## config.mk

```make
export PLATFORM = sky130hd
export DESIGN_NAME = mic_ctrl
export DESIGN_NICKNAME = d
export VERILOG_FILES = /design/src/rtl/mic_pkg.sv /design/src/rtl/mic_ctrl.sv
export SDC_FILE = /design/constraint.sdc
export NUM_CORES = 1
export LEC_CHECK = 0
export BUFFER_PORTS_ARGS = -buffer_cell sky130_fd_sc_hd__buf_2
export CAP_MARGIN = 10
export CORE_AREA = 3 3 40 42
export CTS_CLUSTER_DIAMETER = 50
export DETAILED_ROUTE_END_ITERATION = 6
export DIE_AREA = 0 0 43 45
export GPL_TIMING_DRIVEN = 1
export MAX_ROUTING_LAYER = met4
export PLACE_DENSITY = 0.44
export SLEW_MARGIN = 25
export SYNTH_ARGS = -nofsm -noshare
export SYNTH_HDL_FRONTEND = slang
export SYNTH_SLANG_ARGS = --single-unit
```

## constraint.sdc

```tcl
create_clock -name clk -period 1.7 [get_ports clk]
set_input_delay 0.34 -clock clk [delete_from_list [all_inputs] [get_ports clk]]
set_output_delay 0.34 -clock clk [all_outputs]
set_load 0.1 [all_outputs]
```

## src/rtl/mic_pkg.sv

```systemverilog
// Shared types, opcodes and constants for the integer execute core.
package mic_pkg;

  localparam int COP0_REGS_DEF = 32;

  localparam logic [31:0] STATUS_RESET = 32'h1090_0000;
  localparam logic [31:0] PRID_RESET   = 32'h0000_0002;
  localparam logic [31:0] PC_RESET     = 32'hbfc0_0000;
  localparam logic [31:0] EXC_VECTOR   = 32'h0000_0080;
  localparam logic [31:0] CAUSE_SYS    = 32'h0000_0020;
  localparam logic [31:0] CAUSE_SYS_BD = 32'h8000_0020;
  localparam logic [31:0] CAUSE_IRQ    = 32'h0000_0400;
  localparam logic [15:0] IRQ_IVL_RESET = 16'd128;

  localparam int C0_STATUS = 12;
  localparam int C0_CAUSE  = 13;
  localparam int C0_EPC    = 14;
  localparam int C0_PRID   = 15;

  // primary opcodes
  localparam logic [5:0] OP_SPECIAL = 6'd0;
  localparam logic [5:0] OP_REGIMM  = 6'd1;
  localparam logic [5:0] OP_J       = 6'd2;
  localparam logic [5:0] OP_JAL     = 6'd3;
  localparam logic [5:0] OP_BEQ     = 6'd4;
  localparam logic [5:0] OP_BNE     = 6'd5;
  localparam logic [5:0] OP_BLEZ    = 6'd6;
  localparam logic [5:0] OP_BGTZ    = 6'd7;
  localparam logic [5:0] OP_ADDI    = 6'd8;
  localparam logic [5:0] OP_ADDIU   = 6'd9;
  localparam logic [5:0] OP_SLTI    = 6'd10;
  localparam logic [5:0] OP_SLTIU   = 6'd11;
  localparam logic [5:0] OP_ANDI    = 6'd12;
  localparam logic [5:0] OP_ORI     = 6'd13;
  localparam logic [5:0] OP_XORI    = 6'd14;
  localparam logic [5:0] OP_LUI     = 6'd15;
  localparam logic [5:0] OP_COP0    = 6'd16;
  localparam logic [5:0] OP_LB      = 6'd32;
  localparam logic [5:0] OP_LH      = 6'd33;
  localparam logic [5:0] OP_LWL     = 6'd34;
  localparam logic [5:0] OP_LW      = 6'd35;
  localparam logic [5:0] OP_LBU     = 6'd36;
  localparam logic [5:0] OP_LHU     = 6'd37;
  localparam logic [5:0] OP_LWR     = 6'd38;
  localparam logic [5:0] OP_SB      = 6'd40;
  localparam logic [5:0] OP_SH      = 6'd41;
  localparam logic [5:0] OP_SWL     = 6'd42;
  localparam logic [5:0] OP_SW      = 6'd43;
  localparam logic [5:0] OP_SWR     = 6'd46;

  // SPECIAL function codes
  localparam logic [5:0] FN_SLL     = 6'd0;
  localparam logic [5:0] FN_SRL     = 6'd2;
  localparam logic [5:0] FN_SRA     = 6'd3;
  localparam logic [5:0] FN_SLLV    = 6'd4;
  localparam logic [5:0] FN_SRLV    = 6'd6;
  localparam logic [5:0] FN_SRAV    = 6'd7;
  localparam logic [5:0] FN_JR      = 6'd8;
  localparam logic [5:0] FN_JALR    = 6'd9;
  localparam logic [5:0] FN_SYSCALL = 6'd12;
  localparam logic [5:0] FN_MFHI    = 6'd16;
  localparam logic [5:0] FN_MTHI    = 6'd17;
  localparam logic [5:0] FN_MFLO    = 6'd18;
  localparam logic [5:0] FN_MTLO    = 6'd19;
  localparam logic [5:0] FN_MULT    = 6'd24;
  localparam logic [5:0] FN_MULTU   = 6'd25;
  localparam logic [5:0] FN_DIV     = 6'd26;
  localparam logic [5:0] FN_DIVU    = 6'd27;
  localparam logic [5:0] FN_ADD     = 6'd32;
  localparam logic [5:0] FN_ADDU    = 6'd33;
  localparam logic [5:0] FN_SUB     = 6'd34;
  localparam logic [5:0] FN_SUBU    = 6'd35;
  localparam logic [5:0] FN_AND     = 6'd36;
  localparam logic [5:0] FN_OR      = 6'd37;
  localparam logic [5:0] FN_XOR     = 6'd38;
  localparam logic [5:0] FN_NOR     = 6'd39;
  localparam logic [5:0] FN_SLT     = 6'd42;
  localparam logic [5:0] FN_SLTU    = 6'd43;
  localparam logic [5:0] FN_RFE     = 6'd16;

  localparam logic [4:0] RS_MFC0 = 5'd0;
  localparam logic [4:0] RS_MTC0 = 5'd4;
  localparam logic [4:0] RS_CO   = 5'd16;

  localparam logic [4:0] RT_BLTZ   = 5'd0;
  localparam logic [4:0] RT_BGEZ   = 5'd1;
  localparam logic [4:0] RT_BLTZAL = 5'd16;
  localparam logic [4:0] RT_BGEZAL = 5'd17;

  localparam logic [4:0] REG_LINK = 5'd31;

  // pending load kinds
  localparam logic [2:0] KIND_NONE = 3'd0;
  localparam logic [2:0] KIND_LB   = 3'd1;
  localparam logic [2:0] KIND_LH   = 3'd2;
  localparam logic [2:0] KIND_LW   = 3'd3;
  localparam logic [2:0] KIND_LBU  = 3'd4;
  localparam logic [2:0] KIND_LHU  = 3'd5;
  localparam logic [2:0] KIND_LWL  = 3'd6;
  localparam logic [2:0] KIND_LWR  = 3'd7;

  localparam logic [1:0] MEM_NONE  = 2'd0;
  localparam logic [1:0] MEM_READ  = 2'd1;
  localparam logic [1:0] MEM_WRITE = 2'd2;

  // multiply/divide unit operations (low bits of the function code)
  localparam logic [1:0] MD_MULT  = 2'd0;
  localparam logic [1:0] MD_MULTU = 2'd1;
  localparam logic [1:0] MD_DIV   = 2'd2;
  localparam logic [1:0] MD_DIVU  = 2'd3;

  localparam logic SEL_MD  = 1'b0;
  localparam logic SEL_MOD = 1'b1;

  typedef struct packed {
    logic capture;
    logic commit;
    logic md_start;
    logic md_sel;
  } mic_cmd_t;

  typedef struct packed {
    logic md_req;
    logic mod_req;
    logic md_done;
  } mic_stat_t;

  function automatic logic [31:0] lwl_keep(input logic [1:0] off);
    case (off)
      2'd0:    lwl_keep = 32'h00ff_ffff;
      2'd1:    lwl_keep = 32'h0000_ffff;
      2'd2:    lwl_keep = 32'h0000_00ff;
      default: lwl_keep = 32'h0000_0000;
    endcase
  endfunction

  function automatic logic [31:0] lwr_keep(input logic [1:0] off);
    case (off)
      2'd0:    lwr_keep = 32'h0000_0000;
      2'd1:    lwr_keep = 32'hff00_0000;
      2'd2:    lwr_keep = 32'hffff_0000;
      default: lwr_keep = 32'hffff_ff00;
    endcase
  endfunction

endpackage

```

## src/rtl/mic_ctrl.sv

```systemverilog
// Controller: item sequencing, output register valid, mul/div dispatch.
module mic_ctrl (
  input  logic               clk,
  input  logic               rst,
  input  logic               in_valid,
  output logic               in_stall,
  output logic               out_valid,
  input  logic               out_stall,
  output mic_pkg::mic_cmd_t  cmd,
  input  mic_pkg::mic_stat_t st
);
  import mic_pkg::*;

  localparam logic [2:0] S_IDLE     = 3'd0;
  localparam logic [2:0] S_READ     = 3'd1;
  localparam logic [2:0] S_EXEC     = 3'd2;
  localparam logic [2:0] S_POST     = 3'd3;
  localparam logic [2:0] S_MD_WAIT  = 3'd4;
  localparam logic [2:0] S_MOD_WAIT = 3'd5;

  logic [2:0] state;
  logic [2:0] state_next;
  logic       slot_free;

  assign in_stall  = (state != S_IDLE);
  assign slot_free = !out_valid || !out_stall;

  always_comb begin
    state_next   = state;
    cmd.capture  = 1'b0;
    cmd.commit   = 1'b0;
    cmd.md_start = 1'b0;
    cmd.md_sel   = SEL_MD;
    case (state)
      S_IDLE: begin
        if (in_valid) begin
          cmd.capture = 1'b1;
          state_next  = S_READ;
        end
      end
      S_READ: state_next = S_EXEC;
      S_EXEC: begin
        if (slot_free) begin
          cmd.commit = 1'b1;
          state_next = S_POST;
        end
      end
      S_POST: begin
        if (st.md_req) begin
          cmd.md_start = 1'b1;
          state_next   = S_MD_WAIT;
        end else if (st.mod_req) begin
          cmd.md_start = 1'b1;
          cmd.md_sel   = SEL_MOD;
          state_next   = S_MOD_WAIT;
        end else begin
          state_next = S_IDLE;
        end
      end
      S_MD_WAIT: begin
        if (st.md_done) begin
          state_next = S_POST;
        end
      end
      S_MOD_WAIT: begin
        cmd.md_sel = SEL_MOD;
        if (st.md_done) begin
          state_next = S_POST;
        end
      end
      default: state_next = S_IDLE;
    endcase
  end

  always_ff @(posedge clk) begin
    if (rst) begin
      state     <= S_IDLE;
      out_valid <= 1'b0;
    end else begin
      state <= state_next;
      if (cmd.commit) begin
        out_valid <= 1'b1;
      end else if (!out_stall) begin
        out_valid <= 1'b0;
      end
    end
  end

`ifndef ASSERT_OFF
  a_done_in_wait: assert property (@(posedge clk) disable iff (rst)
    st.md_done |-> (state == S_MD_WAIT || state == S_MOD_WAIT))
    else $error("mul/div done outside a wait state");
  a_one_item: assert property (@(posedge clk) disable iff (rst)
    (in_valid && !in_stall) |=> in_stall)
    else $error("second item accepted while one is in flight");
  a_commit_out: assert property (@(posedge clk) disable iff (rst)
    cmd.commit |=> out_valid)
    else $error("committed result not presented");
  a_no_overwrite: assert property (@(posedge clk) disable iff (rst)
    cmd.commit |-> !(out_valid && out_stall))
    else $error("result overwritten while stalled");
`endif

endmodule

```

# [Word level (Yosys, flattened, before mapping)]
# Index checks and enable logic that the tools add are counted.
[totals] inputBits=7 mem_bits_ro=0 reg_bits=4 latch_bits=0 mem_bits_rw=0 output_inout_bits=6 n_memories=0
[classes] n_lt_le_gt_ge=0 n_div=0 shift=0 addsub=0 n_mux=17 eq_ne=9 bitwise_logic=0 n_reduce_logical=7 mul=0
[ops] operator="$mux 3" count=5
[ops] operator="$pmux 3 s5" count=1
[ops] operator="$mux 1" count=9
[ops] operator="$eq 3x2->1 const B" count=2
[ops] operator="$eq 3x3->1 const B" count=2
[ops] operator="$ne 2x1->1 const B" count=2
[ops] operator="$ne 2x2->1 const B" count=2
[ops] operator="$eq 3x1->1 const B" count=1
[ops] operator="$logic_not 3->1" count=1
[ops] operator="$reduce_and 3->1" count=1
[ops] operator="$reduce_bool 3->1" count=1
[ops] operator="$logic_not 1->1" count=2
[ops] operator="$mux 2" count=1
[ops] operator="$pmux 1 s2" count=1
[ops] operator="$reduce_or 2->1" count=1
[ops] operator="$logic_or 1x1->1" count=1

# [Longest topological paths before layout]
# Gate-level depths: netlist of run 1.
[depth] depth_word=5 mapped_depth=3 depth_no_buf=3

# [Worst setup path after synthesis of run 1]
# No wires, ideal clock.
[synth_timing] kind="register to output" startpoint="register state[2]" endpoint="output cmd[3] in the netlist's numbering" path_stages_with_launch=3 arrival_ps=2446 path_slack_ps=-1086 path_cell_list="dfxtp_1 -> or3_2 -> nor2_1"
[synth_lines] element="start: declaration" line="mic_ctrl.sv:21" text="logic [2:0] state;"
[synth_lines] element="start signal: assignment" line="mic_ctrl.sv:80" text="state <= state_next;"
[synth_lines] element="end: declaration" line="mic_ctrl.sv:9" text="output mic_pkg::mic_cmd_t cmd,"

==> results.tsv, run 1 <==
stage	metric	value	unit
status	status	complete, no violations	
worst_hold_path	min-delay-start	rst	
worst_setup_path	cp-end-kind	output pin	
place	dp_hpwl	468	um
power_and_ir_drop	p_int	0.252	mW
worst_hold_path	min_to	state[1]	
worst_setup_path	rrSetupSlack	0.51	ns
place	place_worst_setup_slack	0.203	ns
synth	ys_types	18	
routing	drc	0	
worst_setup_path	cp-start-kind	flop	
worst_setup_path	r2r_cells	4	
worst_setup_path	cp.required	1.36	ns
floorplan	start_util	0.185	
timing	period_minus_slack	1.66	ns
routing	ant_nets	0	
power_and_ir_drop	design_power_total	0.432	mW
clock_tree	clk-insertion-delay-late	0.23	ns
timing	slew_viol_final	0	
finish	diodes	0	
synth	avgSynthCellArea	8.80	sq um
clock_tree	root_buffer	clkbuf_4	
floorplan	rows	13	
finish	fillers	134	
grt	grt_pass1_wl	986	um
synth	synth_area	238	sq um
finish	mostFrequentLayoutCell	buf_2	
routing	vias	249	
synth	yosys-top-cells-area	dfxtp_1 34%, a21oi_1 6.3%, o21a_1 6.3%	
synth	synth-seq-cells	4	
routing	drtPass1Iterations	2	
timing	max_freq	0.603	GHz
timing	timing.slew.headroom	0.679	
worst_setup_path	crit_arrival	1.32	ns
routing	vias_per_cell	4.29	
place	gp_congestion	0.733	
grt	grt_pass1_vias	252	
power_and_ir_drop	p_leak	0.187	nW
worst_setup_path	reg2reg_from	state[0]	
timing	tns	0	ns
worst_setup_path	path_class	reg2out	
job	maxCapViolCount	0	
power_and_ir_drop	power_frac_seq	0.268	
place	numPortBuffers	12	
finish	final_cell_mix	8 x buf_2, 4 x buf_12, 3 x clkbuf_4, 3 x dfxtp_2	
synth	ys_seq_area_frac	0.337	
timing	worst_slack	0.0407	ns
grt	antenna_found_initial	0	
finish	syn2layout_area_growth	86.8	%
finish	drive_above_1_share	0.698	
floorplan	dieWidth	43	um
worst_hold_path	hold_class	in2reg	
routing	wl_per_cell	9.78	um
worst_setup_path	regToRegEndpoint	state[0]	
clock_tree	clk_path_buf_depth	2	
timing	fin_skew	0.00161	ns
synth	synthCells	27	
routing	wl	567	um
power_and_ir_drop	power_density	972	nW/um^2
grt	track_usage	0.0720	
clock_tree	hold_buffers	0	
synth	ys_warn_count	0	
synth	synth_top_area_share	0.337	
timing	period_share	0.976	
floorplan	die_height	45	um
worst_setup_path	critPathMaxFanout	7	
worst_setup_path	cp-startpoint	state[0]	
timing	tightest_slew	0.485	ns
floorplan	die_area	1940	sq um
power_and_ir_drop	irDropWorstVdd	0.000418	V
power_and_ir_drop	comb_power_share	0.467	
clock_tree	path_clk_slew	0.04	ns
grt	grt_max_degree	8	
power_and_ir_drop	power_switching	0.180	mW
clock_tree	cts_tree	yes	
clock_tree	htreeDepth	1	
floorplan	core	1280	sq um
finish	final_nets	52	
timing	finalHoldViolations	0	
grt	grt-ovfl-total	0	
synth	synth_fp_nets	34	
routing	drtIter0Drc	3	
power_and_ir_drop	swShare	0.416	
timing	hold_slack	0.306	ns
clock_tree	cts_made_buffers	3	
synth	synth_area_leader_cell	dfxtp_1	
clock_tree	clock_sinks	4	
timing	rsz0062_at_grt	false	
power_and_ir_drop	power_frac_clock	0.264	
floorplan	io_pins	13	
timing	setup_viol	0	
worst_hold_path	whs_path_depth	2	
-- cell usage after synthesis --
library cell,instances
dfxtp_1,4
a21oi_1,3
nor2_1,3
o21a_1,2
o21ai_0,2
a211oi_1,1
and2b_2,1
and4bb_2,1
inv_1,1
mux2i_1,1
nand2_1,1
nor2_2,1
nor2b_1,1
nor3b_2,1
o21ba_1,1
or2_2,1
or3_2,1
or3b_4,1
-- power by group through the flow --
stage / Combinational (mW) / Sequential [mW] / Clock, mW
after CTS: 0.200 / 0.116 / 0.123
after global routing: 0.210 / 0.118 / 0.130
after floorplan: 0.136 / 0.128 / 0
final: 0.202 / 0.116 / 0.114
after detailed placement: 0.199 / 0.117 / 0
after global placement: 0.200 / 0.116 / 0
-- logic make-up (layout without fill, tap and decap cells) --
family                 Yosys count  after routing  share of synthesized area
and+or+nand+nor                 12             12                      0.363
AOI/OAI and AO/OA                9              9                      0.242
DFF                              4              4                      0.337
muxes                            1              1                     0.0421
buffers and inverters            1             17                     0.0158
-- registers in the layout, summed over array words and instances, names as in the netlist --
name	cells
state	3
out_valid	1
-- critical path: stages (launching register included) --
cell     delay (ns)
dfxtp_2        0.34
or3b_4         0.42
a21oi_4        0.14
buf_12         0.18
-- worst max path at each step --
stage	end	slack (ns)	depth (start not counted)
detailed placement	cmd[2]	0.20	3
global route	cmd[2]	0.0002	3
floorplan	cmd[3]	-0.08	2
global placement	cmd[2]	0.22	3
finish	cmd[2]	0.04	3
CTS	cmd[2]	0.006	3
-- repair_timing --
action	CTS	global route
endpoints found under the setup margin	1	1
gates resized for setup	1	1
pin swaps	1	0
setup buffers	0	1
-- metal layers --
metal	wire length, um	up-vias	global-route usage
met3	29	0	0.0279
met1	271	109	0.0817
met5	0	-	-
met2	267	7	0.102
li1	-	133	-
met4	0	0	0.0542
-- layout make-up --
| class | count | area (sq um) | share of cell area |
|---|---|---|---|
| inverter | 1 | 3.75 | 0.00845 |
| clock buffer | 3 | 22.5 | 0.0507 |
| timing repair buffer | 13 | 128 | 0.287 |
| tap | 15 | 18.8 | 0.0423 |
| multi-input combinational | 22 | 184 | 0.414 |
| sequential | 4 | 87.6 | 0.197 |
-- metrics by stage --
step / util / area, sq um / cells
6_report: 0.346 / 444 / 58
3_5_place_dp: 0.319 / 410 / 54
3_3_place_gp: 0.319 / 410 / 54
4_1_cts: 0.338 / 434 / 57
5_1_grt: 0.346 / 444 / 58
2_1_floorplan: - / 272 / 27
Note: power is estimated with default switching activity, not from simulation.
==> run 2, diff against run 1 <==
- MAX_ROUTING_LAYER: met4 -> default
==> run 2 against run 1 <==
Net effect: global-route usage decreased by 0.21 points; non-clock buffer count did not move; die area stayed put; highest routed layer unchanged; worst hold slack is essentially flat; combinational power about the same; fmax about the same; sequential cell count did not move; largest power group unchanged; via count is 0.80% lower; sequential share of layout area stayed put; critical path depth unchanged.
==> results.tsv, run 2 (synthesis results as in run 1) <==
stage	metric	value	unit	change
finish	mostFrequentLayoutCell	buf_2		unchanged
timing	finalHoldViolations	0		unchanged
finish	diodes	0		unchanged
timing	period_share	0.976		about the same
timing	rsz0062_at_grt	false		unchanged
timing	slew_viol_final	0		unchanged
worst_setup_path	cp.required	1.36	ns	about the same
routing	vias	247		was 249
timing	tightest_slew	0.485	ns	about the same
clock_tree	clock_sinks	4		unchanged
routing	vias_per_cell	4.26		was 4.29
clock_tree	cts_tree	yes		unchanged
routing	drtIter0Drc	2		was 3
grt	antenna_found_initial	0		unchanged
worst_hold_path	whs_path_depth	2		unchanged
power_and_ir_drop	irDropWorstVdd	0.000419	V	was 0.000418 V
timing	period_minus_slack	1.66	ns	about the same
clock_tree	clk_path_buf_depth	2		unchanged
finish	largest_register	state		unchanged
worst_setup_path	cp-start-kind	flop		unchanged
clock_tree	path_clk_slew	0.04	ns	about the same
finish	reg.largest.list	state x3, out_valid x1		unchanged
worst_hold_path	hold_class	in2reg		unchanged
worst_hold_path	min-delay-start	rst		unchanged
clock_tree	root_buffer	clkbuf_4		unchanged
timing	timing.slew.headroom	0.679		unchanged
clock_tree	htreeDepth	1		unchanged
clock_tree	clk-insertion-delay-late	0.23	ns	about the same
place	dp_hpwl	468	um	unchanged
power_and_ir_drop	power_density	973	nW/um^2	was 972 nW/um^2
place	place_worst_setup_slack	0.203	ns	unchanged
worst_setup_path	r2r_cells	4		unchanged
routing	drtPass1Iterations	2		unchanged
routing	drc	0		unchanged
timing	worst_slack	0.0402	ns	was 0.0407 ns
timing	hold_slack	0.306	ns	about the same
floorplan	io_pins	13		unchanged
grt	grt_max_degree	8		unchanged
worst_setup_path	path_class	reg2out		unchanged
grt	grt_pass1_vias	253		was 252
worst_setup_path	crit_arrival	1.32	ns	about the same
worst_setup_path	reg2reg_from	state[0]		unchanged
timing	fin_skew	0.00166	ns	was 0.00161 ns
worst_setup_path	regToRegEndpoint	state[0]		unchanged
power_and_ir_drop	design_power_total	0.432	mW	about the same
floorplan	die_height	45	um	unchanged
timing	tns	0	ns	unchanged
job	maxCapViolCount	0		unchanged
finish	syn2layout_area_growth	86.8	%	unchanged
floorplan	start_util	0.185		unchanged
place	gp_congestion	0.724		was 0.733
routing	ant_nets	0		unchanged
timing	max_freq	0.602	GHz	was 0.603 GHz
worst_hold_path	min_to	state[1]		unchanged
finish	fillers	134		unchanged
worst_setup_path	cp-end-kind	output pin		unchanged
grt	grt_pass1_wl	986	um	unchanged
finish	largest_reg_flops	3		unchanged
floorplan	rows	13		unchanged
routing	wl	568	um	was 567 um
timing	setup_viol	0		unchanged
place	numPortBuffers	12		unchanged
finish	drive_above_1_share	0.698		unchanged
grt	grt-ovfl-total	0		unchanged
finish	final_cell_mix	8 x buf_2, 4 x buf_12, 3 x clkbuf_4, 3 x dfxtp_2		unchanged
finish	utilization	0.346		unchanged
grt	track_usage	0.0699		was 0.0720
floorplan	dieWidth	43	um	unchanged
worst_setup_path	critPathMaxFanout	7		unchanged
floorplan	core	1280	sq um	unchanged
power_and_ir_drop	p_leak	0.187	nW	unchanged
status	status	complete, no violations		unchanged
worst_setup_path	rrSetupSlack	0.51	ns	about the same
routing	wl_per_cell	9.79	um	was 9.78 um
floorplan	die_area	1940	sq um	unchanged
clock_tree	cts_made_buffers	3		unchanged
finish	final_nets	52		unchanged
-- run 2: cell counts in the layout (fill, tap and decap cells not counted) --
Identical to the previous run, type by type.
-- run 2: metrics by stage --
stage          std cells  instance area [sq um]
2_1_floorplan         27                    272
3_3_place_gp          54                    410
4_1_cts               57                    434
3_5_place_dp          54                    410
5_1_grt               58                    444
6_report              58                    444
-- run 2: final cells by class --
type	instances	area [sq um]	share of cell area
Multi-Input combinational cell	22	184	0.414
Timing Repair Buffer	13	128	0.287
Sequential cell	4	87.6	0.197
Clock buffer	3	22.5	0.0507
Tap cell	15	18.8	0.0423
Inverter	1	3.75	0.00845
-- run 2: critical path, cell delays in order (launching register included) --
cell     delay (ns)
dfxtp_2        0.34
or3b_4         0.42
a21oi_4        0.14
buf_12         0.18
-- run 2: how the worst max path moves through the flow --
stage | startpoint | cells past startpoint | end
2_1_floorplan | state[2] | 2 | cmd[3]
3_3_place_gp | state[1] | 3 | cmd[2]
3_5_place_dp | state[1] | 3 | cmd[2]
4_1_cts | state[1] | 3 | cmd[2]
5_1_grt | state[0] | 3 | cmd[2]
6_report | state[0] | 3 | cmd[2]
-- run 2: routing by layer --
| layer | global-route usage | wire length (um) | vias up |
|---|---|---|---|
| met5 | 0 | 0 | - |
| met4 | 0.0542 | 0 | 0 |
| met3 | 0.0279 | 44 | 0 |
| met2 | 0.102 | 266 | 7 |
| met1 | 0.0817 | 257 | 107 |
| li1 | - | - | 133 |
-- run 2: what timing repair did --
action	4_1_cts	5_1_grt
endpoints found under the setup margin	1	1
resized for setup	1	1
pin swaps	1	0
hold buffers	0	0
buffers inserted	0	1
-- run 2: power breakdown --
| group | switching, mW | leakage [nW] | internal, mW |
|---|---|---|---|
| clock network | 0.0357 | 0.0138 | 0.0788 |
| logic | 0.133 | 0.138 | 0.0693 |
| registers | 0.0117 | 0.0347 | 0.104 |
| total | 0.180 | 0.187 | 0.252 |
